`config.mk`:
```
export PLATFORM = sky130hd
export DESIGN_NAME = msbs_gather
export DESIGN_NICKNAME = d
export VERILOG_FILES = /design/src/design/msbs_pkg.sv /design/src/design/msbs_gather.sv
export SDC_FILE = /design/constraint.sdc
export NUM_CORES = 1
export LEC_CHECK = 0
export BUFFER_PORTS_ARGS = -buffer_cell sky130_fd_sc_hd__buf_2
export CAP_MARGIN = 40
export CORE_MARGIN = 8
export CORE_UTILIZATION = 45
export DETAILED_ROUTE_END_ITERATION = 8
export PLACE_DENSITY = 0.83
export SLEW_MARGIN = 15
export SYNTH_ARGS = -nofsm -noshare
export SYNTH_HDL_FRONTEND = slang
export SYNTH_SLANG_ARGS = --single-unit
```
`constraint.sdc`:
```
create_clock -name vclk -period 7.15
set_clock_uncertainty 0.2 [all_clocks]
set_input_delay 2.145 -clock vclk [all_inputs]
set_output_delay 2.145 -clock vclk [all_outputs]
set_load 0.005 [all_outputs]
```
`src/design/msbs_pkg.sv`:
```
// ----------------------------------------------------------------------------
// msbs_pkg
// shared types and codes of the message buffer serializer
// ----------------------------------------------------------------------------
package msbs_pkg;

    localparam int unsigned BANKS = 8;
    localparam int unsigned MAX_COUNT = 8;

    typedef enum logic [2:0] {
        MODE_RESET  = 3'd0,
        MODE_SEEK   = 3'd1,
        MODE_APPEND = 3'd2,
        MODE_READ   = 3'd3,
        MODE_RAW    = 3'd4
    } mode_t;

    typedef enum logic [1:0] {
        STATUS_OK    = 2'd0,
        STATUS_FAULT = 2'd1,
        STATUS_SHORT = 2'd2
    } status_t;

    typedef struct packed {
        status_t     status;
        logic [11:0] cursor;
        logic [11:0] fill_length;
        logic [2:0]  base;
        logic [3:0]  count;
        logic [3:0]  taken;
    } meta_t;

endpackage

```
`src/design/msbs_gather.sv`:
```
// ----------------------------------------------------------------------------
// msbs_gather
// assembles read bytes from the banks, most significant first, zero padded
// ----------------------------------------------------------------------------
module msbs_gather (
    input  msbs_pkg::meta_t                 meta,
    input  logic [msbs_pkg::BANKS-1:0][7:0] rdata,
    output logic [63:0]                     read_value
);

    always_comb begin
        logic [3:0] j;
        logic [2:0] bank;
        read_value = '0;
        for (int p = 0; p < msbs_pkg::BANKS; p++) begin
            j    = meta.count - 4'd1 - 4'(p);
            bank = meta.base + j[2:0];
            if ((4'(p) < meta.count) && (j < meta.taken)) begin
                read_value[8*p +: 8] = rdata[bank];
            end
        end
    end

endmodule

```
==> parameters.txt <==
Parameter                              Value

Floorplanning
  Core area ... ~7700 um^2
  Number of rows in the core area ... 32
  Floorplan die area ... 10950 um^2
  Starting density of the core ... 0.4601
  Chip width ... 104.7 um
  Number of top-level design ports ... 165
  Die span in y ... 104.7 um

Cells and area
  Clock Buffer Count ... 0
  Count of inserted antenna diode cells ... 0
  Net count reported at finish ... 633
  Final design instance area without fill ... ~4500 um^2
  Count of placed standard cells in the final layout, fillers left out ... 603
  Fraction of layout instances using a drive strength above 1 ... 0.4870
  Num sequential ... 0
  Area of all sequential standard cells ... 0 um^2
  Area growth from synthesis to layout ... 27.10%
  Core occupancy in the finished layout ... 0.5848

Timing
  Pin slew with the least headroom to its limit ... 896.8 ps
  Final count of hold timing violations ... 0
  Setup violations, final ... 0
  Period utilization ... 0.9890
  Fmax ... 141.4 MHz
  Setup ws final ... 78.44 ps
  Remaining max-slew budget at the tightest pin ... 0.3981
  Clock period minus final worst setup slack ... about 7000 ps
  Count of pins over their slew limit ... 0

Global routing
  Vias in the first global route ... slightly below 4000
  Antenna violations before repair ... 0
  All-Layer GR Usage ... 0.2221
  Wire length of the first global-routing pass ... 20180 um
  Overflow left after global routing ... 0
  Largest net degree at the start of global routing ... 22

Placement
  Total placed cells including tap cells ... around 600
  DP Worst Slack ... 21.35 ps
  Placed wire-length estimate after detailed placement ... 10630 um
  Placer's final routability congestion estimate ... 0.8743
  Port Buf Inserts ... 139
  Area after DPL ... ~4400 um^2

Detailed routing
  Pre-antenna DRT Iters ... 4
  Via count ... 3958
  WL/cell ... 22.18 um
  Vias per Instance ... roughly 6.6
  First DRT Iteration DRCs ... 318
  Number of nets with antenna violations after routing ... 0
  Post-detailed-route DRC marker count ... 0
  Total routed wirelength ... between 10000 and 15000 um

Worst setup path
  Critical Path Sink Type ... output port
  Critical path start-end classification ... input port to output port
  Largest fanout on the critical path ... 8
  Startpoint Class ... input port
  CP Data Arrival Time ... 4730 ps
  Crit path to ... read_value[9]
  Startpoint of the worst setup timing path ... meta[5]
  Data required time of the worst path ... between 4000 and 5000 ps

Synth
  Synthesized Nets ... between 400 and 500
  Part of the Yosys area used for sequential elements ... 0
  Number of library cell types mapped by synthesis ... 37
  Summed instance area of the synthesized netlist ... roughly 3500 um^2
  Mean Syn Cell Area ... 9.612 um^2
  Post-Synthesis Cells ... 368
  Syn. warnings ... 0

Outcome
  Outcome ... complete, no violations

Power
  Maximum vdd drop ... 0.08686 mV
  Power Internal ... 386.3 uW
  P per Cell Area ... 179.1 nW/um^2
  Proportion of power drawn by flip-flops and latches ... 0
  Sw Share ... 0.5201
  Leak Pwr ... 2.077 nW
  Switching power ... 418.7 uW
  Relative contribution of combinational cells to total power ... 1.000
  Relative contribution of the clock network to total power ... 0

Job
  Number of violations of the max-capacitance limit ... 0

Min path
  Path category of the worst min-delay check ... input port to output port
  Count of cells along the worst hold path ... 4
==> cells by family (layout without fill, tap and decap cells) <==
logic type / Yosys count / in the layout / synth area share
mux: 96 / 96 / 0.4981
compound gates: 91 / 91 / 0.1518
simple gates: 86 / 86 / 0.1100
xor+xnor: 19 / 19 / 0.06686
buf+inv: 47 / 180 / 0.06437
fa+ha+maj: 29 / 29 / 0.1089
==> critical path: stages <==
cell and delay (ps):
buf_2 110, inv_1 70, ha_1 260, xnor2_1 200, buf_4 190, inv_1 110, xnor2_1 230, inv_1 100
ha_1 280, nand2_1 40, o211ai_1 660, a21oi_1 130, buf_2 180
==> metrics by stage <==
| stage | total power [mW] | hold WS [ps] | TNS [ps] |
|---|---|---|---|
| final | 0.8050 | 4708 | 0 |
| after detailed placement | 0.7691 | 4696 | 0 |
| after CTS | 0.7730 | 4698 | 0 |
| after global routing | 0.8637 | 4740 | -163.2 |
| after global placement | 0.7460 | 4666 | -373.2 |
| after floorplan | 0.5120 | 4495 | -243.4 |
==> final cells by class <==
type	instances	area (um^2)
Tap cell	102	127.6
Multi-Input combinational cell	321	3343
Timing Repair Buffer	165	968.4
Inverter	15	56.30
Fill cell	680	3192
==> layout by cell type (no fill, tap or decap), drive strengths merged, types with 2 or more instances in the layout <==
cell and instances:
mux2i 32, a21o 5, nand3 18, inv 15, o21a 2, o21ai 20
nand2b 3, fa 3, mux4 64, ha 26, xnor2 10, a21oi 40
a211oi 19, o21bai 2, buf 165, a21boi 2, nor2 3, nor3 19
xor2 8, nand2 39, or2 2
==> power groups by stage <==
stage,logic [mW],clock network [mW],registers (mW)
floorplan,0.512,0,0
global placement,0.746,0,0
CTS,0.773,0,0
finish,0.805,0,0
detailed placement,0.769,0,0
global route,0.864,0,0
==> synth_stat cells (2+ instances only) <==
master / instances / area (um^2)
nand3_1: 18 / 90.09
o21bai_1: 2 / 15.01
nor2_1: 3 / 11.26
mux2i_1: 32 / 320.3
nor3_1: 19 / 95.09
a21o_1: 5 / 37.54
mux4_2: 64 / 1441
nand2_1: 39 / 146.4
o21a_1: 2 / 15.01
inv_1: 15 / 56.30
ha_1: 26 / 325.3
xor2_1: 6 / 52.55
or2_2: 2 / 12.51
a211oi_1: 19 / 142.6
xnor2_1: 8 / 70.07
buf_4: 3 / 22.52
nand2b_1: 3 / 18.77
buf_2: 17 / 85.08
o21ai_1: 4 / 20.02
buf_1: 4 / 15.01
clkbuf_1: 6 / 22.52
fa_1: 3 / 60.06
o21ai_0: 16 / 80.08
a21oi_1: 39 / 195.2
==> what timing repair did <==
item                                    4_1_cts  5_1_grt
hold buffers                                  0        0
gates resized for setup                       0       11
endpoints found under the setup margin        0       33
buffers inserted                              0        5
==> per-layer routing <==
layer | up-vias | part of all wire | global-route usage
li1 | 1724 | - | -
met1 | 1879 | 0.38 | 0.2747
met2 | 309 | 0.48 | 0.3802
met3 | 46 | 0.10 | 0.04730
met4 | 0 | 0.040 | 0.06524
met5 | - | 0 | 0
==> worst min-delay path by stage <==
| stage | startpoint | end | slack, ps |
|---|---|---|---|
| floorplan | rdata[42] | read_value[10] | 4500 |
| global placement | meta[7] | read_value[57] | 4670 |
| detailed placement | meta[7] | read_value[58] | 4700 |
| CTS | meta[7] | read_value[58] | 4700 |
| global route | meta[7] | read_value[57] | 4740 |
| finish | meta[7] | read_value[58] | 4710 |
(Power assumes the default switching activity.)
